## src/rtl/qrpm_pkg.sv

```systemverilog
package qrpm_pkg;

  // Fixed-point layout
  localparam int PULSE_PERIOD   = 2100;
  localparam int SUM_W          = 32;
  localparam int GAIN_FRAC_BITS = 8;
  localparam int RATE_FRAC_BITS = 4;
  localparam int TERM_SHIFT     = RATE_FRAC_BITS + GAIN_FRAC_BITS;

  localparam int NUM_AXES = 3;
  localparam int AXIS_PITCH = 0;
  localparam int AXIS_ROLL  = 1;
  localparam int AXIS_YAW   = 2;

  localparam int RATE_W  = 16;
  localparam int GAIN_W  = 16;
  localparam int ERR_W   = RATE_W + 1;
  localparam int DERR_W  = ERR_W + 1;
  localparam int PP_W    = GAIN_W + ERR_W;
  localparam int PI_W    = GAIN_W + SUM_W;
  localparam int PD_W    = GAIN_W + DERR_W;
  localparam int ACC_W   = PI_W + 2;
  localparam int TERM_W  = ACC_W - TERM_SHIFT;
  localparam int THR_W   = 13;
  localparam int MIX_W   = TERM_W + 2;
  localparam int PULSE_W = 12;

  localparam int GAINS_W = 3 * GAIN_W;

  // Register map, index is paddr[5:3]
  localparam int ADDR_W   = 6;
  localparam int DATA_W   = 64;
  localparam int REG_IDX_W = 3;
  localparam logic [REG_IDX_W-1:0] REG_PITCH_GAINS = 3'd0;
  localparam logic [REG_IDX_W-1:0] REG_ROLL_GAINS  = 3'd1;
  localparam logic [REG_IDX_W-1:0] REG_YAW_GAINS   = 3'd2;
  localparam logic [REG_IDX_W-1:0] REG_MOTOR_MIN   = 3'd3;
  localparam logic [REG_IDX_W-1:0] REG_MOTOR_MAX   = 3'd4;
  localparam logic [REG_IDX_W-1:0] REG_TEST_SEL    = 3'd5;
  localparam logic [REG_IDX_W-1:0] REG_TEST_PULSE  = 3'd6;

  localparam logic [PULSE_W-1:0] MOTOR_MIN_RST = 12'd1000;
  localparam logic [PULSE_W-1:0] MOTOR_MAX_RST = 12'd2000;

  // Test motor select codes
  localparam logic [2:0] TSEL_NONE  = 3'd0;
  localparam logic [2:0] TSEL_ONE   = 3'd1;
  localparam logic [2:0] TSEL_TWO   = 3'd2;
  localparam logic [2:0] TSEL_THREE = 3'd3;
  localparam logic [2:0] TSEL_FOUR  = 3'd4;

  typedef struct packed {
    logic signed [12:0] throttle;
    logic signed [15:0] target_pitch;
    logic signed [15:0] target_roll;
    logic signed [15:0] target_yaw;
    logic signed [15:0] rate_pitch;
    logic signed [15:0] rate_roll;
    logic signed [15:0] rate_yaw;
  } sample_t;

  typedef struct packed {
    logic [11:0] compare_one;
    logic [11:0] compare_two;
    logic [11:0] compare_three;
    logic [11:0] compare_four;
  } motor_t;

  typedef struct packed {
    logic [NUM_AXES-1:0][GAINS_W-1:0] gains;
    logic [PULSE_W-1:0]               motor_min;
    logic [PULSE_W-1:0]               motor_max;
    logic [2:0]                       test_sel;
    logic [PULSE_W-1:0]               test_pulse;
  } cfg_t;

  typedef struct packed {
    logic accept;
    logic en1;
    logic en2;
    logic en3;
    logic en4;
  } lane_ctrl_t;

  typedef struct packed {
    logic en_mix;
    logic en_out;
  } mix_ctrl_t;

endpackage

```

## src/rtl/qrpm_axis_lane.sv

```systemverilog
module qrpm_axis_lane (
  input  logic                                   clk,
  input  logic                                   rst,
  input  qrpm_pkg::lane_ctrl_t                   ctrl,
  input  logic signed [qrpm_pkg::RATE_W-1:0]     target,
  input  logic signed [qrpm_pkg::RATE_W-1:0]     rate,
  input  logic [qrpm_pkg::GAINS_W-1:0]           gains,
  output logic signed [qrpm_pkg::TERM_W-1:0]     term
);
  import qrpm_pkg::*;

  localparam logic signed [SUM_W-1:0] SUM_MAX = {1'b0, {(SUM_W-1){1'b1}}};
  localparam logic signed [SUM_W-1:0] SUM_MIN = {1'b1, {(SUM_W-1){1'b0}}};
  localparam logic signed [ACC_W-1:0] TRUNC_BIAS = ACC_W'((1 << TERM_SHIFT) - 1);

  logic signed [SUM_W-1:0]  error_sum;
  logic signed [ERR_W-1:0]  last_error;

  logic signed [ERR_W-1:0]  err_c;
  logic signed [DERR_W-1:0] derr_c;
  logic signed [SUM_W:0]    sum_c;
  logic signed [SUM_W-1:0]  sat_c;

  logic signed [ERR_W-1:0]  s1_err;
  logic signed [DERR_W-1:0] s1_derr;
  logic signed [SUM_W-1:0]  s1_sum;

  logic signed [GAIN_W-1:0] kp;
  logic signed [GAIN_W-1:0] ki;
  logic signed [GAIN_W-1:0] kd;

  logic signed [PP_W-1:0]   pp;
  logic signed [PI_W-1:0]   pi;
  logic signed [PD_W-1:0]   pd;

  logic signed [ACC_W-1:0]  acc;
  logic signed [ACC_W-1:0]  acc_adj;

  assign kp = gains[3*GAIN_W-1:2*GAIN_W];
  assign ki = gains[2*GAIN_W-1:GAIN_W];
  assign kd = gains[GAIN_W-1:0];

  // Error, derivative difference and saturating integral
  always_comb begin
    err_c  = ERR_W'(target) - ERR_W'(rate);
    derr_c = DERR_W'(err_c) - DERR_W'(last_error);
    sum_c  = (SUM_W+1)'(error_sum) + (SUM_W+1)'(err_c);
    if (sum_c[SUM_W] != sum_c[SUM_W-1]) begin
      sat_c = sum_c[SUM_W] ? SUM_MIN : SUM_MAX;
    end else begin
      sat_c = sum_c[SUM_W-1:0];
    end
  end

  // Update axis state once per accepted transaction
  always_ff @(posedge clk) begin
    if (rst) begin
      error_sum  <= '0;
      last_error <= '0;
    end else if (ctrl.accept) begin
      error_sum  <= sat_c;
      last_error <= err_c;
    end
  end

  // Stage 1: operands
  always_ff @(posedge clk) begin
    if (ctrl.en1) begin
      s1_err  <= err_c;
      s1_derr <= derr_c;
      s1_sum  <= sat_c;
    end
  end

  // Stage 2: gain products
  always_ff @(posedge clk) begin
    if (ctrl.en2) begin
      pp <= PP_W'(kp) * PP_W'(s1_err);
      pi <= PI_W'(ki) * PI_W'(s1_sum);
      pd <= PD_W'(kd) * PD_W'(s1_derr);
    end
  end

  // Stage 3: accumulate
  always_ff @(posedge clk) begin
    if (ctrl.en3) begin
      acc <= ACC_W'(pp) + ACC_W'(pi) + ACC_W'(pd);
    end
  end

  // Stage 4: shift to microseconds, rounding toward zero
  assign acc_adj = acc + (acc[ACC_W-1] ? TRUNC_BIAS : '0);

  always_ff @(posedge clk) begin
    if (ctrl.en4) begin
      term <= acc_adj[ACC_W-1:TERM_SHIFT];
    end
  end

endmodule

```

## config.mk

```make
export PLATFORM = sky130hd
export DESIGN_NAME = qrpm_axis_lane
export DESIGN_NICKNAME = d
export VERILOG_FILES = /design/src/rtl/qrpm_pkg.sv /design/src/rtl/qrpm_axis_lane.sv
export SDC_FILE = /design/constraint.sdc
export NUM_CORES = 2
export LEC_CHECK = 0
export BUFFER_PORTS_ARGS = -buffer_cell sky130_fd_sc_hd__buf_2
export CORE_ASPECT_RATIO = 1.1
export CORE_UTILIZATION = 45
export DETAILED_ROUTE_END_ITERATION = 10
export GPL_ROUTABILITY_DRIVEN = 0
export MAX_ROUTING_LAYER = met4
export PLACE_DENSITY_LB_ADDON = 0.08
export SLEW_MARGIN = 20
export SYNTH_ARGS = -nofsm -noshare
export SYNTH_HDL_FRONTEND = slang
export SYNTH_SLANG_ARGS = --single-unit
```

## constraint.sdc

```tcl
create_clock -name clk -period 17.5 [get_ports clk]
set_clock_uncertainty 0.1 [all_clocks]
set_input_delay 5.25 -clock clk [delete_from_list [all_inputs] [get_ports clk]]
set_output_delay 5.25 -clock clk [all_outputs]
set_load 0.05 [all_outputs]
```

* Yosys cells after proc, flatten, opt, wreduce, memory -nomap -nowiden
Index checks and enable logic that the tools add are counted.
** Storage, ports and cells
- Bits in registers :: 319
- Input port bits :: 87
- Output and inout port bits :: 38
- Word-level logic and storage cells :: 23
** Operators by class
- Add/subtract/negate cells :: 6
- Multipliers :: 3
- Equality and inequality tests :: 1
- Mux-type cells :: 3
** Operator list (count)
- 2-to-1 mux 32 bit :: 2
- adder 49 x 34 -> 50 bit :: 1
- adder 50 x 12 -> 50 bit :: 1
- adder 33 x 48 -> 49 bit :: 1
- multiplier 16 x 32 -> 48 bit :: 1
- multiplier 16 x 18 -> 34 bit :: 1
- adder 32 x 17 -> 33 bit :: 1
- multiplier 16 x 17 -> 33 bit :: 1
- subtractor 17 x 17 -> 18 bit :: 1
- subtractor 16 x 16 -> 17 bit :: 1
- 2-to-1 mux 12 bit :: 1
- inequality test 1 bit :: 1

* Longest topological paths before layout
- Depth in word-level cells :: 4
- Mapped depth :: 27
- Gate-level depth less buffers :: 25

* Worst setup path after synthesis
Ideal clock, no wire load.
- Path type :: input to register
- Start :: input port gains[4] (netlist bit)
- End :: register pd[31], data pin
- Setup time :: 262 ps
- Arrival :: 11309 ps
- Data required time :: 17138 ps
- Slack :: 5829 ps
- Stages :: 25
- Path buffers :: 2
- Cell sequence :: clkbuf_1 > clkbuf_1 > nand2_1 > fa_1 > inv_1 > fa_1 > inv_1 > fa_1 > inv_1 > fa_1 > inv_1 > fa_1 > inv_1 > fa_1 > ha_1 > a21o_1 > a21o_1 > a21o_1 > a221oi_1 > o21ai_1 > a31o_2 > a41o_1 > o31ai_2 > mux2i_1 > nand3_1
** On the way
- Cells in the longest elaborated chain, start to end :: 1
** RTL lines
- start, declared :: RTL line qrpm_axis_lane.sv:7 : input logic [qrpm_pkg::GAINS_W-1:0] gains,
- multiplier 16 x 18 -> 34 bit :: RTL line qrpm_axis_lane.sv:80 : pd <= PD_W'(kd) * PD_W'(s1_derr);
- end signal, assigned :: RTL line qrpm_axis_lane.sv:80
- end, declared :: RTL line qrpm_axis_lane.sv:34 : logic signed [PD_W-1:0] pd;
No other way between the ends.
A chain may end at the register's enable or synchronous reset.

* Final worst setup path
- Start :: input port gains[20] (netlist bit)
- End :: register pi[47], data pin
** On the way
- Cells in the longest elaborated chain, start to end :: 1
** RTL lines
- multiplier 16 x 32 -> 48 bit :: RTL line qrpm_axis_lane.sv:79 : pi <= PI_W'(ki) * PI_W'(s1_sum);
- end signal, assigned :: RTL line qrpm_axis_lane.sv:79
- end, declared :: RTL line qrpm_axis_lane.sv:33 : logic signed [PI_W-1:0] pi;
No other way between the ends.

==> run summary <==
first-pass GRT wire length - 232,000 um
Critical Path End Type - register
Vert. Die Dim - 372 um
Hold Buf Count CTS - 0
WP data arrival - 12.20 ns
synthesis-stage register bit count - 319
initial core utilization - 45.5%
MaxCap Viol Count - 0
via count - 38,300
proportion of synthesized area in mux cells - 0.359%
post-synthesis sequential area ratio - 16.2%
top-area cell type share of the netlist area - 39.4%
worst r2r src - s1_sum[13]$_DFFE_PP_
CTS clk-pin slew, worst paths - 0.07 ns
Worst path depth - 22
Synth Area in Compound Gates - 7.15%
I/O Buffers - 124
Max Fclk - 83.6 MHz
Post-synth top flop - edfxtp_1
Worst Max-Slew Pin Slew - 1.09 ns
Post-synth EDFFs - 270
met3 Resource Use GR - 3.41%
CTS tree - yes
Hold Fails Final Rpt - 0
cells after synthesis - 5,803
Tmin final - 11.96 ns
drt via density - 5.11
clock buffer depth - 3
crit path from - gains[20]
status - complete, no violations
clock buffer count from CTS - 39
post-synthesis xor/xnor area fraction - 3.73%
startpoint types - primary input
H-Tree Depth - 2
RSZ-0062 raised after global routing - false
Most common cell on crit path - fa_1
Die Area - 0.126 sq mm
global-route usage over all layers - 24.5%
DRT Pass-1 Iters - 5
count leader, synth - inv_1
DRC violations left - 0
vias in the first global route - 41,000
worst setup path end - pi[47]$_DFFE_PP_
slowest stage delay, CP - 0.58 ns
clk root buf - clkbuf_16
Adder-Cell Fraction of Synth Area - 48.5%
CP max FO - 32
fraction of layout cells with a size suffix above 1 - 4.74%
largest cells by area after synthesis - fa_1, edfxtp_1, ha_1, inv_1, nand2_1
Rows - 135
io pins - 125
Mapped Area - 0.0561 sq mm
global routing's busiest layer - met2
final setup vio count - 0
Post-CTS Setup Inserts - 0
crit path cell chain - buf_2, nand2_1, fa_1, fa_1, inv_1, fa_1, inv_1, fa_1, fa_1, fa_1, inv_1, ha_1, and3_1, a221o_1, a31oi_1, nand3b_1, a21oi_1, o21ai_1, a21oi_1, a221o_1, a21oi_1, xnor2_1
post-synthesis simple-gate area fraction - 14.1%
most frequent cells after synthesis - inv_1, fa_1, nand2_1
First DRT Iteration DRCs - 2,081
Slew Limit Fails - 0
leading area contributor after synthesis - fa_1
global routing usage on met1 - 31.6%
R2R setup slack - 9.76 ns
post-synth cell types - 83
Relative slew margins - 27.4%
Antenna Nets Post-Route - 0
syn_area_per_cell - 9.66 sq um
Reg2Reg Depth - 22
clk_lat worst skew - 0.59 ns
Final Cycle Share - 68.3%
CTS resizes - 0
initial antenna violation count - 3
reg-to-reg endpoint - pi[47]$_DFFE_PP_
# nets final - 7,415
critical setup path kind - primary input to register
total global routing overflow - 0
core area - 0.123 sq mm
Layout area overhead - 6.22%
CP top delay family - adder cells
ys async rst share - 0%
WP data required - 17.74 ns
met2 Usage GRT - 40.7%
Die X-Extent - 339 um
Post-DP HPWL - 116,000 um
Clock Sinks - 319
Worst path slowest cell - fa_1
per-cell routed wire length - 19.3 um
largest net degree at the start of global routing - 62
Total Wirelength - 145,000 um
Buf+Inv Stages, Crit Path - 4
post-route setup TNS - 0 ns
Syn Nets - 7,402
type of the most critical hold path - register to register
Synth Warn # - 0
main combinational cell family by area after synthesis - adder cells
[how the worst min path moves through the flow]
stage | slack, ns | from | to | cells past startpoint
finish | 0.39 | last_error[0]$_SDFFE_PP0P_ | last_error[0]$_SDFFE_PP0P_ | 2
global route | 0.42 | last_error[0]$_SDFFE_PP0P_ | last_error[0]$_SDFFE_PP0P_ | 2
CTS | 0.39 | last_error[0]$_SDFFE_PP0P_ | last_error[0]$_SDFFE_PP0P_ | 2
detailed placement | 0.38 | last_error[0]$_SDFFE_PP0P_ | last_error[0]$_SDFFE_PP0P_ | 2
global placement | 0.37 | last_error[6]$_SDFFE_PP0P_ | last_error[6]$_SDFFE_PP0P_ | 2
floorplan | 0.36 | last_error[0]$_SDFFE_PP0P_ | last_error[0]$_SDFFE_PP0P_ | 2
[state kept, by name (all words and copies together), names as in the netlist]
name and cells:
s1_derr 18, pi 48, pd 34, last_error 17, pp 33, error_sum 32
acc 50, s1_sum 32, s1_err 17, term 38
[routing by layer]
layer / vias to the layer above / share of wire, %
met3: 188 / 5.0
met1: 19500 / 44
met5: - / 0
met4: 0 / 2.8
met2: 802 / 48
li1: 17800 / -
[layout by cell type (no fill, tap or decap), types with 17 or more instances in the layout]
cell type,synthesis,layout
nand3_1,56,56
and3_1,31,31
a211oi_2,31,31
a21oi_1,172,172
o21a_1,29,29
a21o_1,89,89
xnor2_1,174,174
nand4_1,20,20
o21ai_0,87,87
mux2i_1,19,19
xor2_1,65,65
a211oi_1,24,24
ha_1,408,408
buf_2,2,122
dfxtp_1,49,49
nand2b_1,38,38
nor2_1,210,210
edfxtp_1,270,270
fa_1,1104,1104
nand2_1,746,746
and2_1,416,416
inv_1,1295,1295
nor3_1,40,40
a31oi_1,17,17
o21bai_1,29,29
nor2b_1,24,24
buf_4,0,34
clkbuf_16,0,40
[cell type report]
| type | count | area (sq um) |
|---|---|---|
| clock inverter | 28 | 251 |
| antenna | 3 | 7.51 |
| inverter | 1297 | 4870 |
| clock buffer | 44 | 1030 |
| tap | 1644 | 2060 |
| sequential | 319 | 9090 |
| multi-input combinational | 4003 | 41400 |
| timing repair buffer | 156 | 866 |
| fill | 11800 | 63800 |
[kinds of logic (layout without fill, tap and decap cells)]
logic type	count (synthesis)	in the layout
other	0	3
xor gates and xnor gates	239	239
buffers and inverters	1481	1525
AOI/OAI and AO/OA	585	585
and+or+nand+nor	1647	1647
DFF	319	319
adders and majority gates	1512	1512
muxes	20	20
[worst register-to-register path, stage by stage (launching register included)]
cell and delay (ns):
edfxtp_1 0.76, and2_1 0.36, fa_1 0.50, inv_1 0.06
fa_1 0.54, inv_1 0.06, fa_1 0.49, inv_1 0.05
fa_1 0.58, fa_1 0.44, fa_1 0.49, inv_1 0.04
ha_1 0.35, and3_1 0.23, a221o_1 0.29, a31oi_1 0.51
nand3b_1 0.22, a21oi_1 0.09, o21ai_1 0.48, a21oi_1 0.25
a221o_1 0.40, a21oi_1 0.17, xnor2_1 0.08
[stage by stage]
stage	utilization [%]	hold WS (ns)	worst slack [ns]	instance area [sq um]	std cells
after floorplan	-	0.360	5.83	56100	5803
after global placement	47.3	0.374	5.03	58300	7419
after detailed placement	47.3	0.380	4.97	58300	7419
after CTS	48.3	0.389	5.61	59500	7491
after global routing	48.3	0.415	5.23	59500	7492
final	48.3	0.391	5.54	59600	7494
Power is left out: the tool's default activity adds up to more than one toggle a clock period on the data nets, which glitch-free logic cannot reach.
