## config.mk

```make
export PLATFORM = sky130hd
export DESIGN_NAME = qrpm_mixer
export DESIGN_NICKNAME = d
export VERILOG_FILES = /design/src/rtl/qrpm_pkg.sv /design/src/rtl/qrpm_mixer.sv
export SDC_FILE = /design/constraint.sdc
export NUM_CORES = 1
export LEC_CHECK = 0
export ABC_AREA = 0
export BUFFER_PORTS_ARGS = -buffer_cell sky130_fd_sc_hd__buf_2
export CAP_MARGIN = 5
export CORE_ASPECT_RATIO = 2
export CORE_UTILIZATION = 60
export CTS_BUF_LIST = sky130_fd_sc_hd__clkbuf_16
export DETAILED_ROUTE_END_ITERATION = 10
export PLACE_DENSITY = 0.89
export SETUP_SLACK_MARGIN = 0.1
export SLEW_MARGIN = 5
export SYNTH_ARGS = -nofsm -noshare
export SYNTH_HDL_FRONTEND = slang
export SYNTH_SLANG_ARGS = --single-unit
```

## constraint.sdc

```tcl
create_clock -name clk -period 11.9 [get_ports clk]
set_input_delay 2.975 -clock clk [delete_from_list [all_inputs] [get_ports clk]]
set_output_delay 2.975 -clock clk [all_outputs]
set_load 0.02 [all_outputs]
```

## src/rtl/qrpm_pkg.sv

```systemverilog
package qrpm_pkg;

  // Fixed-point layout
  localparam int PULSE_PERIOD   = 2100;
  localparam int SUM_W          = 32;
  localparam int GAIN_FRAC_BITS = 8;
  localparam int RATE_FRAC_BITS = 4;
  localparam int TERM_SHIFT     = RATE_FRAC_BITS + GAIN_FRAC_BITS;

  localparam int NUM_AXES = 3;
  localparam int AXIS_PITCH = 0;
  localparam int AXIS_ROLL  = 1;
  localparam int AXIS_YAW   = 2;

  localparam int RATE_W  = 16;
  localparam int GAIN_W  = 16;
  localparam int ERR_W   = RATE_W + 1;
  localparam int DERR_W  = ERR_W + 1;
  localparam int PP_W    = GAIN_W + ERR_W;
  localparam int PI_W    = GAIN_W + SUM_W;
  localparam int PD_W    = GAIN_W + DERR_W;
  localparam int ACC_W   = PI_W + 2;
  localparam int TERM_W  = ACC_W - TERM_SHIFT;
  localparam int THR_W   = 13;
  localparam int MIX_W   = TERM_W + 2;
  localparam int PULSE_W = 12;

  localparam int GAINS_W = 3 * GAIN_W;

  // Register map, index is paddr[5:3]
  localparam int ADDR_W   = 6;
  localparam int DATA_W   = 64;
  localparam int REG_IDX_W = 3;
  localparam logic [REG_IDX_W-1:0] REG_PITCH_GAINS = 3'd0;
  localparam logic [REG_IDX_W-1:0] REG_ROLL_GAINS  = 3'd1;
  localparam logic [REG_IDX_W-1:0] REG_YAW_GAINS   = 3'd2;
  localparam logic [REG_IDX_W-1:0] REG_MOTOR_MIN   = 3'd3;
  localparam logic [REG_IDX_W-1:0] REG_MOTOR_MAX   = 3'd4;
  localparam logic [REG_IDX_W-1:0] REG_TEST_SEL    = 3'd5;
  localparam logic [REG_IDX_W-1:0] REG_TEST_PULSE  = 3'd6;

  localparam logic [PULSE_W-1:0] MOTOR_MIN_RST = 12'd1000;
  localparam logic [PULSE_W-1:0] MOTOR_MAX_RST = 12'd2000;

  // Test motor select codes
  localparam logic [2:0] TSEL_NONE  = 3'd0;
  localparam logic [2:0] TSEL_ONE   = 3'd1;
  localparam logic [2:0] TSEL_TWO   = 3'd2;
  localparam logic [2:0] TSEL_THREE = 3'd3;
  localparam logic [2:0] TSEL_FOUR  = 3'd4;

  typedef struct packed {
    logic signed [12:0] throttle;
    logic signed [15:0] target_pitch;
    logic signed [15:0] target_roll;
    logic signed [15:0] target_yaw;
    logic signed [15:0] rate_pitch;
    logic signed [15:0] rate_roll;
    logic signed [15:0] rate_yaw;
  } sample_t;

  typedef struct packed {
    logic [11:0] compare_one;
    logic [11:0] compare_two;
    logic [11:0] compare_three;
    logic [11:0] compare_four;
  } motor_t;

  typedef struct packed {
    logic [NUM_AXES-1:0][GAINS_W-1:0] gains;
    logic [PULSE_W-1:0]               motor_min;
    logic [PULSE_W-1:0]               motor_max;
    logic [2:0]                       test_sel;
    logic [PULSE_W-1:0]               test_pulse;
  } cfg_t;

  typedef struct packed {
    logic accept;
    logic en1;
    logic en2;
    logic en3;
    logic en4;
  } lane_ctrl_t;

  typedef struct packed {
    logic en_mix;
    logic en_out;
  } mix_ctrl_t;

endpackage

```

## src/rtl/qrpm_mixer.sv

```systemverilog
module qrpm_mixer (
  input  logic                                 clk,
  input  qrpm_pkg::mix_ctrl_t                  ctrl,
  input  qrpm_pkg::cfg_t                       cfg,
  input  logic signed [qrpm_pkg::THR_W-1:0]    throttle,
  input  logic signed [qrpm_pkg::TERM_W-1:0]   term_pitch,
  input  logic signed [qrpm_pkg::TERM_W-1:0]   term_roll,
  input  logic signed [qrpm_pkg::TERM_W-1:0]   term_yaw,
  output qrpm_pkg::motor_t                     motor
);
  import qrpm_pkg::*;

  localparam logic [PULSE_W-1:0] PERIOD = PULSE_W'(PULSE_PERIOD);

  logic signed [MIX_W-1:0] thr_x;
  logic signed [MIX_W-1:0] p_x;
  logic signed [MIX_W-1:0] r_x;
  logic signed [MIX_W-1:0] y_x;

  logic signed [3:0][MIX_W-1:0] mix;
  logic [3:0][PULSE_W-1:0]      cmp;

  logic signed [MIX_W-1:0] min_x;
  logic signed [MIX_W-1:0] max_x;

  assign thr_x = MIX_W'(throttle);
  assign p_x   = MIX_W'(term_pitch);
  assign r_x   = MIX_W'(term_roll);
  assign y_x   = MIX_W'(term_yaw);
  assign min_x = MIX_W'({1'b0, cfg.motor_min});
  assign max_x = MIX_W'({1'b0, cfg.motor_max});

  // X-frame mix
  always_ff @(posedge clk) begin
    if (ctrl.en_mix) begin
      mix[0] <= thr_x + r_x + p_x + y_x;
      mix[1] <= thr_x + r_x - p_x - y_x;
      mix[2] <= thr_x - r_x - p_x + y_x;
      mix[3] <= thr_x - r_x + p_x - y_x;
    end
  end

  // Clamp, apply test override and convert to timer compare
  always_comb begin
    logic [PULSE_W-1:0] pulse;
    for (int m = 0; m < 4; m++) begin
      if ($signed(mix[m]) < min_x) begin
        pulse = cfg.motor_min;
      end else if ($signed(mix[m]) > max_x) begin
        pulse = cfg.motor_max;
      end else begin
        pulse = mix[m][PULSE_W-1:0];
      end
      if (cfg.test_sel == 3'(m + 1)) begin
        pulse = cfg.test_pulse;
      end
      cmp[m] = PERIOD - pulse;
    end
  end

  // Output register
  always_ff @(posedge clk) begin
    if (ctrl.en_out) begin
      motor.compare_one   <= cmp[0];
      motor.compare_two   <= cmp[1];
      motor.compare_three <= cmp[2];
      motor.compare_four  <= cmp[3];
    end
  end

endmodule

```

### Yosys cells after proc, flatten, opt, wreduce, memory -nomap -nowiden

Index checks and enable logic that the tools add are counted.

* $lt $le $gt $ge: 8
* $add $sub $neg: 14
* equal/unequal tests: 4
* multiplexer cells: 12

Operators by type and width (count)
* $gt A40 B13 Y1: 4
* $lt A40 B13 Y1: 4
* $mux W12: 12
* $add A39 B38 Y40: 2
* $add A40 B38 Y40: 2
* $sub A39 B38 Y40: 2
* $sub A40 B38 Y40: 2
* $sub A12 B12 Y12 const A: 4
* $add A13 B38 Y39: 1
* $sub A13 B38 Y39: 1
* $eq A3 B2 Y1 const B: 2
* $eq A3 B1 Y1 const B: 1
* $eq A3 B3 Y1 const B: 1

* output and inout bits: 48
* bits of input ports: 313
* bits in registers: 208

### Depth between registers and ports, before layout

Gate-level depths: netlist (run 1).

* depth in word-level cells: 5
* mapped depth: 28
* mapped depth without buffers: 27

### Least setup slack after synthesis (run 1)

No wires, ideal clock.

* path type: in2reg
* start: input port term_roll[9] in the netlist's numbering
* end: register mix[75] in the netlist's numbering, data pin
* data required time: 11641 ps
* library setup time: 259 ps
* data arrival time: 8552 ps
* slack: 3089 ps
* stages: 25
* cells stage by stage: inv_1 > ha_1 > clkbuf_1 > or3_1 > or4b_1 > o211ai_2 > o311a_1 > a2111o_1 > a31oi_1 > o21ba_2 > o21ai_0 > a21oi_1 > xnor2_1 > fa_1 > ha_1 > a21o_1 > a21oi_1 > o21bai_1 > a2111oi_0 > o211ai_1 > a2111oi_0 > nor2_1 > o21a_1 > nor2_1 > xnor2_1

* cells in the longest elaborated chain, start to end: 3

RTL lines
* from (decl): line qrpm_mixer.sv:7 `input logic signed [qrpm_pkg::TERM_W-1:0] term_roll,`
* $add A13 B38 Y39: line qrpm_mixer.sv:37 `mix[1] <= thr_x + r_x - p_x - y_x;`
* $sub A39 B38 Y40: line qrpm_mixer.sv:37
* $sub A40 B38 Y40: line qrpm_mixer.sv:37
* to (decl): line qrpm_mixer.sv:20 `logic signed [3:0][MIX_W-1:0] mix;`

No other way between the ends.
A chain may end at the register's enable or synchronous reset.

### Worst setup path in the final report (run 1)

* start: input port throttle[11] in the netlist's numbering
* end: register mix[75] in the netlist's numbering, data pin

* cells in the longest elaborated chain, start to end: 3

RTL lines
* from (decl): line qrpm_mixer.sv:5 `input logic signed [qrpm_pkg::THR_W-1:0] throttle,`
* $add A13 B38 Y39: line qrpm_mixer.sv:37
* $sub A39 B38 Y40: line qrpm_mixer.sv:37
* $sub A40 B38 Y40: line qrpm_mixer.sv:37

No other way between the ends.

==> metrics.cfg, run 1 <==
[placed_design]
io_buffers = 216
dpl.hpwl_mm = 81.00
dpl_worst_slack_ns = 1.526
gp_congestion = 1.029
dp.cells = 3501

[die]
rows = 107
initial_core_util_pct = 60.71
ios = 361
die_w_um = 148.5
coreArea_um2 = 42440
die_y_um = 295.1
die_area_um2 = 43830

[clock_tree]
clock_tree.buffer_depth = 3
clk_pin_slew_ns = 0.07
ctsHoldBuffers = 0
insertion_delay_ns = 0.55
cts_tree = done
htree_num_levels = 1
cts_resized = 0
cts_sinks = 208
post-cts-setup-buffer-count = 0
cts_root_buffer = clkbuf_16
cts_inserted_buffers = 21

[setup_path]
cp-start-kind = input pin
r2r_start = mix[119]
crit_required_ns = 12.20
slowest_stage = a2111oi_0
criticalPathCategory = input pin to register
critPathMaxStageDelay_ns = 0.77
r2r_slack_ns = 6.08
rr_worst_depth = 11
worst_setup_path_end_kind = register
cp.buffers_inverters = 1
reg2reg_to = motor[21]
worstPathArrival_ns = 10.36
path_cells = buf_2, ha_1, or3_1, or4b_1, o211ai_2, o311a_1, a2111o_1, a31oi_1, o21ba_2, o21ai_0, a21oi_1, xnor2_1, fa_1, ha_1, a21o_1, a21oi_1, o21bai_1, a2111oi_0, o211ai_1, a2111oi_0, nor2_1, o21a_1, nor2_1, xnor2_1
crit_fanout = 9
critPathTopFamily = compound AO/OA/AOI/OAI gates

[logic_synthesis]
syn_avg_cell_area_um2 = 9.242
syn_inst = 2788
synth_cell_types = 85
synthArstFlopShare_pct = 0
yosysWarnings = 0
yosys.area_share.simple_pct = 12.82
synth-edff-count = 208
synthMuxAreaShare_pct = 0.2379
synth_top_family_by_area = adder cells
ys_seq_area_share_pct = 24.24
syn-num-nets = 3590
synth_compound_area_share_pct = 21.30
synth_seq_cells = 208
synth_xor_area_share_pct = 8.158
post_synth_instance_area_um2 = 25770
synthFlopType = edfxtp_1
synthAdderAreaFrac_pct = 28.38

[hold_path]
min_from = mix[40]
hold_path_depth = 4
min_to = motor[24]
hold_path.class = register to register

[grt]
grt.overflow.total = 0
grt_pass1_wl_mm = 145.3
grt_use_total_pct = 45.74
grt_max_degree = 102
antenna_found_initial = 7
grt_pass1_vias = 24392

[drt]
drt-initial-drc-count = 1851
wirelength_mm = 97.45
drc = 0
firstDrtPassIters = 6
via_per_inst = 6.562
wire_per_inst_um = 27.50
via_count = 23256
antenna_left = 0

[timing]
worst_pin_slew_ns = 1.354
report.final.setup_viol = 0
slew_headroom_pct = 9.298
hold_viol = 0
skew_ns = 0.008783
max_freq_ghz = 0.09939
finalWorstSetupSlack_ns = 1.839
setup_tns_ns = 0
rsz0062_at_grt = no
hold-worst-slack_ns = 0.8575
fin_crit_ns = 10.06
finalCritPeriodShare_pct = 84.55
drv_slew = 0

[power]
p_leak_nw = 12.58
ir_worst_vdd_mv = 0.1010
cellPowerDensity_nw_per_um2 = 233.1
power_mw = 6.561

[finish]
final_cell_count_no_fill = 3544
areaGrowthSynthToFinish_pct = 9.255
final_nets = 3781
drive_gt1_share_pct = 9.990

[run]
maxCapViolCount = 0

[run_status]
status = finished, final reports clean

-- cells in the mapped netlist (6+ instances only) --
library cell,number,area share [%]
or4_1,8,0.23
and2_1,17,0.41
a21o_1,124,3.6
o21ai_0,148,2.9
nand2b_1,34,0.83
buf_2,6,0.12
a221oi_1,9,0.31
or3_1,8,0.19
o21bai_1,41,1.2
o21a_1,37,1.1
a21oi_1,300,5.8
nand3_1,40,0.78
o31ai_1,11,0.32
nor2b_1,45,1.1
a31oi_1,26,0.63
fa_1,159,12
or2_2,19,0.46
a21boi_0,6,0.17
a2111oi_0,6,0.20
nor3_1,53,1.0
nand2_1,111,1.6
edfxtp_1,208,24
and3_1,15,0.36
xor2_1,64,2.2
a22oi_1,13,0.38
a211o_1,8,0.27
o211ai_1,31,0.90
a211oi_1,26,0.76
o221ai_1,6,0.20
nor2_1,199,2.9
clkbuf_1,48,0.70
nand4_1,35,0.85
ha_1,330,16
xnor2_1,176,6.0
inv_1,271,3.9
nor4_1,36,0.87
nor3b_1,8,0.23
-- worst max-delay path by stage --
stage | startpoint | to | cells after the start | slack (ns)
6_report | throttle[11] | mix[75] | 24 | 1.84
5_1_grt | throttle[11] | mix[75] | 24 | 1.41
4_1_cts | throttle[11] | mix[75] | 24 | 2.06
3_5_place_dp | throttle[11] | mix[75] | 24 | 1.53
3_3_place_gp | throttle[11] | mix[75] | 24 | 1.77
2_1_floorplan | term_roll[9] | mix[75] | 25 | 3.09
-- cell families after synthesis --
| logic type | count (synthesis) |
|---|---|
| flops | 208 |
| compound gates | 862 |
| simple gates | 655 |
| fa+ha+maj | 489 |
| buf+inv | 328 |
| xor+xnor | 240 |
| mux | 6 |
-- power breakdown --
part	internal, mW	switching, mW	total (mW)
Combinational	1.57	2.61	4.17
Sequential	1.39	0.237	1.63
Clock	0.452	0.309	0.761
Total	3.41	3.15	6.56
-- worst reg2reg max path, stage by stage (launching register included) --
cell and delay [ns]:
edfxtp_1 0.67, nor4_1 1.02, nand4_1 0.37, nor3_1 0.84, nand3_1 0.27, o21ai_0 0.87, a21oi_1 0.19, a22o_1 0.28
a21boi_1 0.18, o21bai_1 0.47, nand4_1 0.22, xnor2_1 0.18
-- cells in the final DEF, fill, tap and decap left out, types with 9 or more instances in the layout --
cell type	Yosys	layout
nand4_1	35	35
a31oi_1	26	26
a211oi_1	26	26
nand3_1	40	40
nand2_1	111	111
and2_1	17	17
xor2_1	64	64
nand2b_1	34	34
or2_2	19	19
edfxtp_1	208	208
o31ai_1	11	11
and3_1	15	15
ha_1	330	330
o21ai_0	148	148
o21bai_1	41	41
xnor2_1	176	176
o21a_1	37	37
fa_1	159	159
nor3_1	53	53
inv_1	271	275
a221oi_1	9	9
nor2b_1	45	45
a22oi_1	13	13
o211ai_1	31	31
clkbuf_16	0	21
buf_4	0	9
nor4_1	36	36
buf_2	6	215
nor2_1	199	199
a21o_1	124	124
a21oi_1	300	300
-- metrics by stage --
step	cell area (um2)	utilization [%]
5_1_grt	28140	66.31
3_3_place_gp	27380	64.52
6_report	28150	66.33
2_1_floorplan	25770	-
3_5_place_dp	27380	64.52
4_1_cts	28140	66.30
-- area by class of cell --
| type | count | area, um2 |
|---|---|---|
| antenna | 6 | 15.01 |
| multi-input combinational | 2252 | 18280 |
| clock inverter | 16 | 230.2 |
| timing repair buffer | 225 | 1155 |
| sequential | 208 | 6246 |
| inverter | 271 | 1017 |
| fill | 3436 | 14290 |
| clock buffer | 21 | 525.5 |
| tap | 545 | 681.9 |
-- flip-flops by register name (all words and copies together), names as in the netlist --
signal and flops:
mix 160, motor 48
-- routing by layer --
layer | GRT usage [%] | vias to the layer above | wire length, um
met5 | 0 | - | 40
met4 | 54.46 | 6 | 14220
met3 | 8.827 | 552 | 6788
met2 | 80.92 | 1314 | 48930
met1 | 39.30 | 10980 | 27460
li1 | - | 10404 | -
Note: power is estimated with default switching activity, not from simulation.
==> inputs of run 2 (changes only) <==
==> constraint.sdc (replaced) <==
create_clock -name clk -period 9.9 [get_ports clk]
set_input_delay 2.475 -clock clk [delete_from_list [all_inputs] [get_ports clk]]
set_output_delay 2.475 -clock clk [all_outputs]
set_load 0.02 [all_outputs]
==> metrics.cfg, run 2 (synthesis gave the netlist of run 1 again) <==
[run_status]
status = finished, final reports clean

[clock_tree]
insertion_delay_ns = 0.54
post-cts-setup-buffer-count = 0
cts_sinks = 208
cts_resized = 0
ctsHoldBuffers = 0
cts_root_buffer = clkbuf_16
clk_pin_slew_ns = 0.07
cts_tree = done
clock_tree.buffer_depth = 3
htree_num_levels = 1
cts_inserted_buffers = 21

[placed_design]
dpl.hpwl_mm = 78.48
dpl_worst_slack_ns = 0.3514
io_buffers = 216
gp_congestion = 1.082

[finish]
drive_gt1_share_pct = 10.07
final_cell_mix = ha_1, a21oi_1, inv_1
final_nets = 3785
largest_register = mix
final_common_cell = ha_1
largest_register_ffs = 160
areaGrowthSynthToFinish_pct = 8.911
reg_top3 = mix x160, motor x48

[drt]
drc = 0
route.met3.wl_mm = 5.687
wire_per_inst_um = 26.38
wl_met1_mm = 26.90
antenna_left = 0
firstDrtPassIters = 8
dr_wl_met2_mm = 47.41
drt-initial-drc-count = 1513
routed.top_layer = met5
via_per_inst = 6.525
via_count = 23156
wirelength_mm = 93.62

[die]
die_area_um2 = 43830
initial_core_util_pct = 60.71
die_w_um = 148.5
coreArea_um2 = 42440
die_y_um = 295.1
rows = 107
ios = 361

[power]
ir_worst_vdd_mv = 0.1082
p_leak_nw = 12.54
cellPowerDensity_nw_per_um2 = 271.1

[timing]
max_freq_ghz = 0.1080
slew_headroom_pct = 13.26
fin_crit_ns = 9.261
worst_pin_slew_ns = 1.289
finalWorstSetupSlack_ns = 0.6389
hold_viol = 0
drv_slew = 0
rsz0062_at_grt = no
report.final.setup_viol = 0
skew_ns = 0.01763
setup_tns_ns = 0
finalCritPeriodShare_pct = 93.55

[hold_path]
hold_path.class = register to register

[setup_path]
cp-start-kind = input pin
worstPathArrival_ns = 9.55
worst_setup_path_end_kind = register
crit_required_ns = 10.19
criticalPathCategory = input pin to register
crit_fanout = 9

[grt]
grt_pass1_wl_mm = 138.9
grt_max_degree = 85
grt_pass1_vias = 24029
antenna_found_initial = 6
grt.overflow.total = 0
grt_use_total_pct = 43.58

[run]
maxCapViolCount = 0

==> run 2: changes by cell type in the layout (fill, tap and decap cells not counted), sizes merged <==
cell	change
clkinv	+6
inv	-1
buf	+4
bufinv	-5
clkinvlp	+1
==> run 2: path summary, 6_finish.rpt <==
path	startpoint	end	slack [ns]	cells after the start
setup reg to reg	mix[119]	motor[21]	4.06	11
hold / removal	mix[120]	motor[0]	0.97	4
setup / recovery	term_roll[11]	mix[75]	0.64	26
hold reg to reg	mix[120]	motor[0]	0.97	4
==> run 2: layout make-up <==
cell class | count | area, um2
Multi-Input combinational cell | 2252 | 18270
Timing Repair Buffer | 229 | 1185
Clock buffer | 21 | 525.5
Fill cell | 3531 | 14380
Antenna cell | 6 | 15.01
Inverter | 271 | 1017
Clock inverter | 17 | 120.1
Tap cell | 545 | 681.9
Sequential cell | 208 | 6246
==> run 2: through the flow <==
stage | hold slack [ns] | util [%] | std cells | cell area [um2] | total power [mW]
after floorplan | 0.7170 | - | 2788 | 25770 | 5.158
after global placement | 0.9309 | 64.57 | 3505 | 27400 | 6.507
after detailed placement | 0.9298 | 64.57 | 3505 | 27400 | 6.658
after CTS | 0.9527 | 66.09 | 3543 | 28050 | 7.467
after global routing | 0.9878 | 66.10 | 3545 | 28050 | 8.052
final | 0.9685 | 66.12 | 3549 | 28060 | 7.609
==> run 2: routing by layer <==
layer	global-route usage, %	up-vias
met5	0	-
met4	51.72	6
met3	8.457	580
met2	78.12	1239
met1	36.60	10932
li1	-	10399
==> run 2: critical path: stages <==
cell and delay [ns]:
buf_2 0.14, inv_1 0.05, ha_1 0.41, or3_1 0.47, or4b_1 0.53, o211ai_2 0.24
o311a_1 0.22, a2111o_1 0.20, a31oi_1 0.10, o21ba_2 0.24, o21ai_0 0.19, a21oi_1 0.16
xnor2_1 0.33, fa_1 0.54, ha_1 0.39, a21o_1 0.20, a21oi_1 0.20, o21bai_1 0.11
a2111oi_0 0.60, o211ai_1 0.30, a2111oi_0 0.71, buf_4 0.24, nor2_1 0.07, o21a_1 0.18
nor2_1 0.15, xnor2_1 0.08
==> run 2: power breakdown <==
group / leakage (nW) / internal [mW] / switching, mW
logic: 10.2 / 1.90 / 3.00
clock network: 0.328 / 0.418 / 0.374
registers: 2.04 / 1.67 / 0.247
