===== config.mk =====
export PLATFORM = sky130hd
export DESIGN_NAME = qrpm_regs
export DESIGN_NICKNAME = d
export VERILOG_FILES = /design/src/rtl/qrpm_pkg.sv /design/src/rtl/qrpm_regs.sv
export SDC_FILE = /design/constraint.sdc
export NUM_CORES = 1
export LEC_CHECK = 0
export BUFFER_PORTS_ARGS = -buffer_cell sky130_fd_sc_hd__clkbuf_2
export CORE_ASPECT_RATIO = 0.9
export CORE_UTILIZATION = 50
export DETAILED_ROUTE_END_ITERATION = 8
export PLACE_DENSITY_LB_ADDON = 0.05
export SLEW_MARGIN = 20
export SYNTH_ARGS = -nofsm -noshare
export SYNTH_HDL_FRONTEND = slang
export SYNTH_SLANG_ARGS = --single-unit

===== constraint.sdc =====
create_clock -name clk -period 1.8 [get_ports clk]
set_clock_uncertainty 0.05 [all_clocks]
set_input_delay 0.27 -clock clk [delete_from_list [all_inputs] [get_ports clk]]
set_output_delay 0.27 -clock clk [all_outputs]
set_load 0.1 [all_outputs]

===== src/rtl/qrpm_pkg.sv =====
package qrpm_pkg;

  // Fixed-point layout
  localparam int PULSE_PERIOD   = 2100;
  localparam int SUM_W          = 32;
  localparam int GAIN_FRAC_BITS = 8;
  localparam int RATE_FRAC_BITS = 4;
  localparam int TERM_SHIFT     = RATE_FRAC_BITS + GAIN_FRAC_BITS;

  localparam int NUM_AXES = 3;
  localparam int AXIS_PITCH = 0;
  localparam int AXIS_ROLL  = 1;
  localparam int AXIS_YAW   = 2;

  localparam int RATE_W  = 16;
  localparam int GAIN_W  = 16;
  localparam int ERR_W   = RATE_W + 1;
  localparam int DERR_W  = ERR_W + 1;
  localparam int PP_W    = GAIN_W + ERR_W;
  localparam int PI_W    = GAIN_W + SUM_W;
  localparam int PD_W    = GAIN_W + DERR_W;
  localparam int ACC_W   = PI_W + 2;
  localparam int TERM_W  = ACC_W - TERM_SHIFT;
  localparam int THR_W   = 13;
  localparam int MIX_W   = TERM_W + 2;
  localparam int PULSE_W = 12;

  localparam int GAINS_W = 3 * GAIN_W;

  // Register map, index is paddr[5:3]
  localparam int ADDR_W   = 6;
  localparam int DATA_W   = 64;
  localparam int REG_IDX_W = 3;
  localparam logic [REG_IDX_W-1:0] REG_PITCH_GAINS = 3'd0;
  localparam logic [REG_IDX_W-1:0] REG_ROLL_GAINS  = 3'd1;
  localparam logic [REG_IDX_W-1:0] REG_YAW_GAINS   = 3'd2;
  localparam logic [REG_IDX_W-1:0] REG_MOTOR_MIN   = 3'd3;
  localparam logic [REG_IDX_W-1:0] REG_MOTOR_MAX   = 3'd4;
  localparam logic [REG_IDX_W-1:0] REG_TEST_SEL    = 3'd5;
  localparam logic [REG_IDX_W-1:0] REG_TEST_PULSE  = 3'd6;

  localparam logic [PULSE_W-1:0] MOTOR_MIN_RST = 12'd1000;
  localparam logic [PULSE_W-1:0] MOTOR_MAX_RST = 12'd2000;

  // Test motor select codes
  localparam logic [2:0] TSEL_NONE  = 3'd0;
  localparam logic [2:0] TSEL_ONE   = 3'd1;
  localparam logic [2:0] TSEL_TWO   = 3'd2;
  localparam logic [2:0] TSEL_THREE = 3'd3;
  localparam logic [2:0] TSEL_FOUR  = 3'd4;

  typedef struct packed {
    logic signed [12:0] throttle;
    logic signed [15:0] target_pitch;
    logic signed [15:0] target_roll;
    logic signed [15:0] target_yaw;
    logic signed [15:0] rate_pitch;
    logic signed [15:0] rate_roll;
    logic signed [15:0] rate_yaw;
  } sample_t;

  typedef struct packed {
    logic [11:0] compare_one;
    logic [11:0] compare_two;
    logic [11:0] compare_three;
    logic [11:0] compare_four;
  } motor_t;

  typedef struct packed {
    logic [NUM_AXES-1:0][GAINS_W-1:0] gains;
    logic [PULSE_W-1:0]               motor_min;
    logic [PULSE_W-1:0]               motor_max;
    logic [2:0]                       test_sel;
    logic [PULSE_W-1:0]               test_pulse;
  } cfg_t;

  typedef struct packed {
    logic accept;
    logic en1;
    logic en2;
    logic en3;
    logic en4;
  } lane_ctrl_t;

  typedef struct packed {
    logic en_mix;
    logic en_out;
  } mix_ctrl_t;

endpackage


===== src/rtl/qrpm_regs.sv =====
module qrpm_regs (
  input  logic                           clk,
  input  logic                           rst,
  input  logic                           psel,
  input  logic                           penable,
  input  logic                           pwrite,
  input  logic [qrpm_pkg::ADDR_W-1:0]    paddr,
  input  logic [qrpm_pkg::DATA_W-1:0]    pwdata,
  output logic [qrpm_pkg::DATA_W-1:0]    prdata,
  output logic                           pready,
  output qrpm_pkg::cfg_t                 cfg
);
  import qrpm_pkg::*;

  logic                 wr;
  logic [REG_IDX_W-1:0] idx;

  assign pready = 1'b1;
  assign wr     = psel & penable & pwrite;
  assign idx    = paddr[ADDR_W-1:3];

  // Write registers on the access cycle
  always_ff @(posedge clk) begin
    if (rst) begin
      cfg.gains      <= '0;
      cfg.motor_min  <= MOTOR_MIN_RST;
      cfg.motor_max  <= MOTOR_MAX_RST;
      cfg.test_sel   <= TSEL_NONE;
      cfg.test_pulse <= '0;
    end else if (wr) begin
      case (idx)
        REG_PITCH_GAINS: cfg.gains[AXIS_PITCH] <= pwdata[GAINS_W-1:0];
        REG_ROLL_GAINS:  cfg.gains[AXIS_ROLL]  <= pwdata[GAINS_W-1:0];
        REG_YAW_GAINS:   cfg.gains[AXIS_YAW]   <= pwdata[GAINS_W-1:0];
        REG_MOTOR_MIN:   cfg.motor_min         <= pwdata[PULSE_W-1:0];
        REG_MOTOR_MAX:   cfg.motor_max         <= pwdata[PULSE_W-1:0];
        REG_TEST_SEL:    cfg.test_sel          <= pwdata[2:0];
        REG_TEST_PULSE:  cfg.test_pulse        <= pwdata[PULSE_W-1:0];
        default: ;
      endcase
    end
  end

  // Read back
  always_comb begin
    case (idx)
      REG_PITCH_GAINS: prdata = DATA_W'(cfg.gains[AXIS_PITCH]);
      REG_ROLL_GAINS:  prdata = DATA_W'(cfg.gains[AXIS_ROLL]);
      REG_YAW_GAINS:   prdata = DATA_W'(cfg.gains[AXIS_YAW]);
      REG_MOTOR_MIN:   prdata = DATA_W'(cfg.motor_min);
      REG_MOTOR_MAX:   prdata = DATA_W'(cfg.motor_max);
      REG_TEST_SEL:    prdata = DATA_W'(cfg.test_sel);
      REG_TEST_PULSE:  prdata = DATA_W'(cfg.test_pulse);
      default:         prdata = '0;
    endcase
  end

endmodule


# --- After elaboration in Yosys (flattened, before gate mapping) ---
# Cells that the tools add are included.
word_totals:
  elab_cells: 24
  out_inout_bits: 248
  in_bits: 75
  ff_bits: 183
op_classes:
  reduce_logical: 8
  n_mux: 1
  eq_ne: 6
  bitwise: 2
ops:
  columns: ["cell", "n"]
  rows:
  - ["48-bit case mux with 7 select lines", 1]
  - ["2-bit AND reduction", 7]
  - ["3-bit equality test, second input constant", 3]
  - ["3-bit by 2-bit equality test with 1-bit output, second input constant", 2]
  - ["3-bit by 1-bit equality test with 1-bit output, second input constant", 1]
  - ["3-bit zero test", 1]
  - ["1-bit bitwise AND", 2]

# --- Logic depth before layout (Yosys ltp) ---
# Gate-level depths: netlist of the first run.
depth:
  word_depth: 3
  depth_mapped: 6

# --- Worst setup path after synthesis of the first run ---
# OpenSTA, ideal clock, no wires.
synth_timing:
  path_kind: "register to output"
  start: "register cfg[27] (netlist name)"
  end: "output prdata[0] (netlist name)"
  path_stages_with_launch: 4
  path_buffers: 0
  setup_slack_ps: -2149
  arrival_time_ps: 3629
  cell_sequence: "dfxtp_1 mux2i_1 o221a_2 a221oi_1"
synth_between:
  elab_chain_cells: 1
synth_rtl:
  columns: ["item", "line", "rtl"]
  rows:
  - ["start: declaration", "qrpm_regs.sv:11", "output qrpm_pkg::cfg_t cfg"]
  - ["48-bit case mux with 7 select lines", "qrpm_regs.sv:46", "case (idx)"]
  - ["end: declaration", "qrpm_regs.sv:9", "output logic [qrpm_pkg::DATA_W-1:0] prdata,"]
# Every way passes these cells.

# --- Final worst setup path of the first run ---
layout_timing:
  start: "register cfg[136] (netlist name)"
  end: "output prdata[1] (netlist name)"
# Same word-level chain as after synthesis.

==> out/metrics.cfg, run 1 <==
[run_status]
status = finished, violations left
violations = negative setup slack

[route]
vias_per_cell = 5.23
drc_errors = 0
wl_per_cell_um = 18.3
vias = 7577
routed_wl_um = 26500
drt_iter0_drc = 307
first_pass_iters = 5
ant_nets = 0

[floorplan]
start_util_pct = 51.0
die_area_um2 = 18500
boundaryPins = 323
placementRows = 46
die_h_um = 129
core-area_um2 = 17600
die_x_um = 143

[clocking]
clk_pin_slew_ns = 0.07
clockBufferDepth = 2
cts_buffers = 17
cts_tree = yes
cts.sinks = 183
clock_latency_ns = 0.43
cts-root-buf = clkbuf_16
ctsHoldBuffers = 0
htree_levels = 4

[worst_setup_path]
worstPathArrival_ns = 1.55
startpoint = cfg[136]
reg2reg_depth = 3
r2r_start = cfg[19]
end_kind = primary output
worstPathMaxFanout = 3
cp.required_ns = 1.48
path_class = reg2out
startpoint_type = flop

[sta]
slew_headroom_pct = 60.7
period_share_pct = 104
fmax_ghz = 0.533
fin_hold_ws_ns = 0.0219
worst_pin_slew_ns = 0.592
final-setup-viol-count = 11
min_period_ns = 1.87
maxSlewViolCount = 0
finalHoldViolCount = 0
layout_setup_ws_ns = -0.0745
rsz0062_at_grt = true

[global_route]
grt_max_degree = 79
grt_usage_pct = 27.9
grt_remaining_overflow = 0
antenna_found_initial = 0
grt_pass1_wl_um = 39600
grt_pass1_vias = 7437

[cells_and_area]
largest_reg_flops = 183
final_cells = 1449
final_cell_mix = clkbuf_2, nand2b_1, mux2i_1, dfxtp_4, dfxtp_2
area_growth_syn_to_layout_pct = 51.6
drive_above_1_share_pct = 58.6
fillers = 1182
layout_commonest_cell = clkbuf_2
final_net_count = 1271
top_regs = cfg: 183 flops
diodes = 0
largest_register = cfg

[yosys]
avgSynthCellArea_um2 = 10.1
synth_cell_types = 34
synth_area_um2 = 8960
synth_area_leaders = dfxtp_1, mux2i_1, nand2b_1
synth-edff-count = 0
synthArstFlopShare_pct = 0
ys.flop_type = dfxtp_1
synth_seq_cells = 183
yosysSeqAreaShare_pct = 40.9
yosysTopAreaCell = dfxtp_1
yosys.area.top_type_share_pct = 40.9
yosys_warnings = 0
synthCells = 886

[hold_path]
hp-class = in2reg
holdCritStartpoint = pwdata[10]
hold_depth = 2

[place]
numPortBuffers = 286
place_hpwl_um = 17800
place_congestion = 0.797
place_inst = 1385

[power]
ir_drop_mv = 0.643
power_leakage_nw = 6.23
p_total_mw = 9.11
powerDensity_nw_per_um2 = 671

[flow_run]
cap_violations = 0

critical path, cell delays in order (launching register included):
cell	delay, ns
dfxtp_2	0.33
mux2_4	0.27
a22oi_2	0.19
o221ai_2	0.14
buf_12	0.19
synthesized netlist by cell type, types with 3 or more instances:
| library cell | count |
|---|---|
| and2_1 | 3 |
| dfxtp_1 | 183 |
| buf_4 | 28 |
| nand2_2 | 3 |
| nand2_1 | 7 |
| clkbuf_1 | 31 |
| a22oi_1 | 40 |
| mux2_2 | 46 |
| nand2b_1 | 221 |
| nor2_1 | 55 |
| mux2i_1 | 202 |
| o221ai_1 | 4 |
| a21oi_1 | 3 |
| or3_1 | 3 |
| buf_2 | 18 |
| a221oi_1 | 5 |
| buf_6 | 8 |
what timing repair did:
| item | 4_1_cts | 5_1_grt |
|---|---|---|
| setup buffers | 20 | 9 |
| cloned | 0 | 3 |
| endpoints found under the setup margin | 48 | 45 |
| hold endpoints to repair | 0 | 0 |
| gates resized for setup | 63 | 40 |
| pin swaps | 9 | 14 |
layer usage:
metal | track usage [%] | up-vias | part of all wire (%)
li1 | - | 3623 | -
met1 | 33.9 | 3689 | 44
met2 | 47.7 | 234 | 48
met3 | 7.07 | 31 | 6.1
met4 | 9.80 | 0 | 1.9
met5 | 0 | - | 0
cell families after synthesis:
| logic type | share of synthesized area [%] |
|---|---|
| DFF | 40.9 |
| buffers and inverters | 5.78 |
| other | 0.0838 |
| muxes | 28.4 |
| AOI/OAI and AO/OA | 5.43 |
| and+or+nand+nor | 19.5 |
worst paths after layout:
kind	to	slack [ns]
worst max-delay path	prdata[1]	-0.07
worst min-delay path	cfg[25]	0.02
worst max register to register	cfg[19]	0.80
worst min register to register	cfg[40]	0.43
power breakdown:
part           internal (mW)  total, mW  switching (mW)
Clock                   2.07       3.72            1.65
Combinational          0.448       1.40           0.955
Sequential              3.96       3.99          0.0265
layout make-up:
cell class,count,area (µm²),share of cell area [%]
Inverter,3,11.3,0.0829
Multi-Input combinational cell,630,5580,41.1
Tap cell,240,300,2.21
Clock buffer,19,433,3.19
Timing Repair Buffer,361,3030,22.3
Clock inverter,13,148,1.09
Sequential cell,183,4080,30.0
per-stage QoR:
stage	utilization [%]	TNS, ns	setup slack (ns)	area [µm²]
global placement	70.1	-0.561	-0.0266	12300
CTS	75.6	-0.748	-0.0679	13300
finish	77.4	-0.325	-0.0745	13600
detailed placement	70.1	-1.63	-0.0510	12300
floorplan	-	-5.29	-0.784	9860
global route	77.4	-1.42	-0.108	13600
No activity file was read; power rests on OpenSTA's default activity.
==> run 2, diff against run 1 <==
Settings changed: SKIP_LAST_GASP set to 1.
==> run 2 against run 1 <==
Net effect: the run still ends with negative setup slack left; non-clock buffer count decreased by 2; core utilization shrank 0.26 points; clock power hardly changed; sequential share of layout area grew 0.075 points; setup slack improved by 0.015 ns; combinational power barely moved; register-to-register slack hardly changed; final area fell by 0.34%; via count rose by 0.30%; global-route usage about the same; critical path type unchanged; largest cell class unchanged; highest routed layer unchanged.
==> out/metrics.cfg, run 2 (synthesized netlist as in run 1, its figures left out) <==
[power]
power_leakage_nw = 6.19
powerDensity_nw_per_um2 = 673
ir_drop_mv = 0.601

[worst_setup_path]
cp.required_ns = 1.48
startpoint_type = flop
worstPathMaxFanout = 3
reg2reg_depth = 3
path_class = reg2out
worstPathArrival_ns = 1.54
end_kind = primary output
reg2reg_slack_ns = 0.80
r2r-end = cfg[19]
r2r_start = cfg[19]

[place]
placed_area_um2 = 12300
dp_slack_ns = -0.0510
place_congestion = 0.797
numPortBuffers = 286
place_hpwl_um = 17800

[floorplan]
die_area_um2 = 18500
die_x_um = 143
placementRows = 46
start_util_pct = 51.0
die_h_um = 129
core-area_um2 = 17600
boundaryPins = 323

[route]
drt_iter0_drc = 335
routed_wl_um = 26500
first_pass_iters = 4
wl_per_cell_um = 18.3
ant_nets = 0
vias_per_cell = 5.25
drc_errors = 0
vias = 7600

[hold_path]
hold_end = cfg[25]
holdCritStartpoint = pwdata[10]
hold_depth = 2
hp-class = in2reg

[cells_and_area]
top_regs = cfg: 183 flops
design_area_um2 = 13500
diodes = 0
drive_above_1_share_pct = 58.4
final_cell_mix = clkbuf_2, nand2b_1, mux2i_1, dfxtp_4, dfxtp_2
largest_register = cfg
area_growth_syn_to_layout_pct = 51.1
largest_reg_flops = 183
fillers = 1193
layout_commonest_cell = clkbuf_2
final_net_count = 1269

[run_status]
violations = negative setup slack
status = finished, violations left

[sta]
layout_setup_ws_ns = -0.0597
worst_pin_slew_ns = 0.594
finalHoldViolCount = 0
min_period_ns = 1.86
period_share_pct = 103
slew_headroom_pct = 60.6
maxSlewViolCount = 0
rsz0062_at_grt = true
fmax_ghz = 0.538
setup_tns_ns = -0.329
final-setup-viol-count = 15

[clocking]
cts_tree = yes
cts-root-buf = clkbuf_16
clk_pin_slew_ns = 0.07
cts_buffers = 17
clockBufferDepth = 2
htree_levels = 4
clock_latency_ns = 0.43
cts.sinks = 183

[global_route]
grt_usage_pct = 27.9
antenna_found_initial = 0
grt_max_degree = 79
grt_pass1_vias = 7425
grt_remaining_overflow = 0
grt_pass1_wl_um = 39600

[flow_run]
cap_violations = 0

==> run 2: changes by cell type in the layout (fill, tap and decap cells not counted), sizes merged <==
cell,change
buf,-2
==> run 2: worst max path at each step <==
stage	slack, ns	to	start
floorplan	-0.78	prdata[3]	paddr[4]
global placement	-0.03	prdata[47]	paddr[4]
detailed placement	-0.05	cfg[179]	paddr[4]
CTS	-0.07	prdata[5]	cfg[140]
global route	-0.10	prdata[2]	cfg[14]
finish	-0.06	prdata[1]	cfg[1]
==> run 2: power breakdown <==
group	total, mW	switching (mW)	internal, mW
Sequential	3.99	0.0264	3.96
Clock	3.72	1.65	2.07
Combinational	1.40	0.956	0.448
==> run 2: metal layers <==
layer  global-route usage (%)  vias up  routed length, µm
met5                        0        -                  0
met4                     9.68        0                492
met3                     7.03       31               1730
met2                     47.8      266              12700
met1                     33.9     3668              11500
li1                         -     3635                  -
==> run 2: layout make-up <==
class                           count  area (µm²)  share of cell area, %
Clock buffer                       19         433                   3.20
Clock inverter                     13         148                   1.09
Inverter                            3        11.3                 0.0832
Multi-Input combinational cell    630        5540                   40.9
Sequential cell                   183        4070                   30.1
Tap cell                          240         300                   2.22
Timing Repair Buffer              359        3030                   22.4
==> run 2: timing repair <==
item | in CTS | in global routing
endpoints found under the setup margin | 48 | 48
gates resized for setup | 55 | 34
pin swaps | 9 | 13
hold endpoints to repair | 0 | 0
hold buffers | 0 | 0
setup buffers | 20 | 6
gates cloned | 0 | 4
==> run 2: per-stage QoR <==
stage	std cells	utilization (%)	hold WS, ns	power [mW]
2_1_floorplan	901	-	0.337	5.07
3_3_place_gp	1385	70.1	0.415	5.38
3_5_place_dp	1385	70.1	0.420	5.39
4_1_cts	1437	75.5	0.00735	9.09
5_1_grt	1447	77.1	0.0310	9.38
6_report	1447	77.1	0.0229	9.10
==> run 2: critical path, stage by stage, from the launching register on <==
cell	delay, ns
dfxtp_1	0.32
mux2_2	0.27
a22oi_2	0.17
o221ai_2	0.15
buf_12	0.19
==> run 3, diff against run 2 <==
Settings changed: ABC_AREA set to 1, SLEW_MARGIN 20 to 40.
==> run 3 against run 2 <==
Net effect: the flow now finishes without violations; clock-buffer cell count did not move; sequential cell count did not move; hold slack got worse by 0.0085 ns; sequential share of layout area rose by 0.69 points; first-iteration DRC count rose to 2.7 times the previous value; synthesized area fell by 0.92%; final area fell by 6.6%; largest power group unchanged.
==> out/metrics.cfg, run 3 <==
[power]
ir_drop_mv = 0.751
p_total_mw = 9.91
power_leakage_nw = 6.22
powerDensity_nw_per_um2 = 784

[yosys]
synth_cell_types = 21
yosysMostFrequentCell = nand2_1
synth_seq_cells = 183
yosys.area.top_type_share_pct = 41.3
synthArstFlopShare_pct = 0
yosysTopAreaCell = dfxtp_1
yosys_warnings = 0
ys.flop_type = dfxtp_1
avgSynthCellArea_um2 = 6.37
synth_area_leaders = dfxtp_1, nand2_1, nor2_1
synthCells = 1394
synth_common_cells = nand2_1, nor2_1, nand3_1
yosysSeqAreaShare_pct = 41.3
synth-edff-count = 0
synth_area_um2 = 8880

[floorplan]
die_h_um = 128
boundaryPins = 323
die_x_um = 142
die_area_um2 = 18300
core-area_um2 = 17100
start_util_pct = 51.9
placementRows = 45

[place]
placed_area_um2 = 11800
dp_slack_ns = 0.0144
numPortBuffers = 286
place_inst = 1865
place_hpwl_um = 19200
place_congestion = 0.879

[sta]
slew_headroom_pct = 61.1
maxSlewViolCount = 0
fin_hold_ws_ns = 0.0144
setup_tns_ns = 0
period_share_pct = 97.8
finalHoldViolCount = 0
worst_pin_slew_ns = 0.586
fmax_ghz = 0.568
final-setup-viol-count = 0
rsz0062_at_grt = true
layout_setup_ws_ns = 0.0403
min_period_ns = 1.76

[route]
routed_wl_um = 28900
vias = 9856
ant_nets = 0
drt_iter0_drc = 910
top_layer = met4
wl_met2_um = 13500
wl_met1_um = 12100
first_pass_iters = 5
vias_per_cell = 5.16
wl_per_cell_um = 15.1
drc_errors = 0
dr_wl_met3_um = 2500

[worst_setup_path]
path_cells = clkbuf_4, inv_4, nand2_2, nor2_4, buf_6, buf_12, nand2_1, nand3_2, buf_12
worstPathArrival_ns = 1.44
r2r-end = cfg[80]
end_kind = primary output
cp.required_ns = 1.48
startpoint_type = input pin
crit_family = buffers and inverters
path_depth = 9
slowest_delay_ns = 0.19
crit_buf_inv = 5
cp_slowest_cell = nor2_4
r2r_start = cfg[80]
reg2reg_depth = 2
endpoint = prdata[26]
crit_top_cell = buf_12
worstPathMaxFanout = 7
startpoint = paddr[3]
reg2reg_slack_ns = 1.09
path_class = in2out

[hold_path]
hp-class = in2reg
hold_depth = 3
holdCritStartpoint = pwdata[10]

[cells_and_area]
largest_reg_flops = 183
diodes = 0
final_cells = 1909
largest_register = cfg
layout_commonest_cell = nand2_1
drive_above_1_share_pct = 37.6
final_net_count = 1736
area_growth_syn_to_layout_pct = 42.4
final_util_pct = 73.9
design_area_um2 = 12600
top_regs = cfg: 183 flops
final_cell_mix = nand2_1, nor2_1, clkbuf_2, nand3_1, dfxtp_2

[global_route]
antenna_found_initial = 0
grt_usage_pct = 29.9
grt_max_degree = 57
grt_remaining_overflow = 0
grt_pass1_wl_um = 43500
grt_pass1_vias = 8468

[clocking]
clock_latency_ns = 0.43
cts_buffers = 17
cts-root-buf = clkbuf_16
htree_levels = 4
clk_pin_slew_ns = 0.07
cts.sinks = 183
cts_tree = yes
clockBufferDepth = 2

[flow_run]
cap_violations = 0

[run_status]
status = finished, final reports clean

run 3: cell count changes after synthesis, moves of 8 or more:
cell      previous run  this run
nand3_1              2       226
buf_4               28        37
mux2_2              46         0
inv_1                2        61
a22oi_1             40         0
nor2_2               1         9
buf_2               18        36
nor2_1              55       362
nand2_1              7       404
mux2i_1            202         0
nand4_1              0        23
nand2b_1           221         0
run 3: logic make-up after synthesis:
logic type	after synthesis	synth area share [%]
simple gates	1029	48.1
other cells	2	0.0846
buf+inv	180	10.5
flops	183	41.3
run 3: layout make-up:
class	instances	area, µm²
clock buffer	19	433
clock inverter	13	221
fill	1428	4470
inverter	65	256
multi-input combinational	1047	4590
sequential	183	3890
tap	235	294
timing repair buffer	347	2950
run 3: layer usage:
metal	up-vias	GRT usage (%)
met3	55	6.66
met4	0	11.4
met5	-	0
li1	4830	-
met2	440	49.4
met1	4531	38.3
run 3: how the worst min path moves through the flow:
stage / end
4_1_cts: cfg[25]
6_report: cfg[25]
2_1_floorplan: cfg[19]
5_1_grt: cfg[25]
3_3_place_gp: cfg[36]
3_5_place_dp: cfg[36]
run 3: repair_timing:
item	CTS	global route
hold buffers	0	0
setup buffers	0	4
endpoints found under the hold margin	0	0
endpoints found under the setup margin	0	40
gates resized for setup	0	13
run 3: power by group:
| group | total [mW] | switching, mW | internal (mW) |
|---|---|---|---|
| clock network | 4.16 | 1.67 | 2.49 |
| registers | 4.16 | 0.0479 | 4.11 |
| logic | 1.60 | 1.21 | 0.387 |
run 3: tightest hold or removal path, delay by kind of cell:
family                 cells  cell delay [ns]
and+or+nand+nor            2             0.11
buffers and inverters      1             0.09
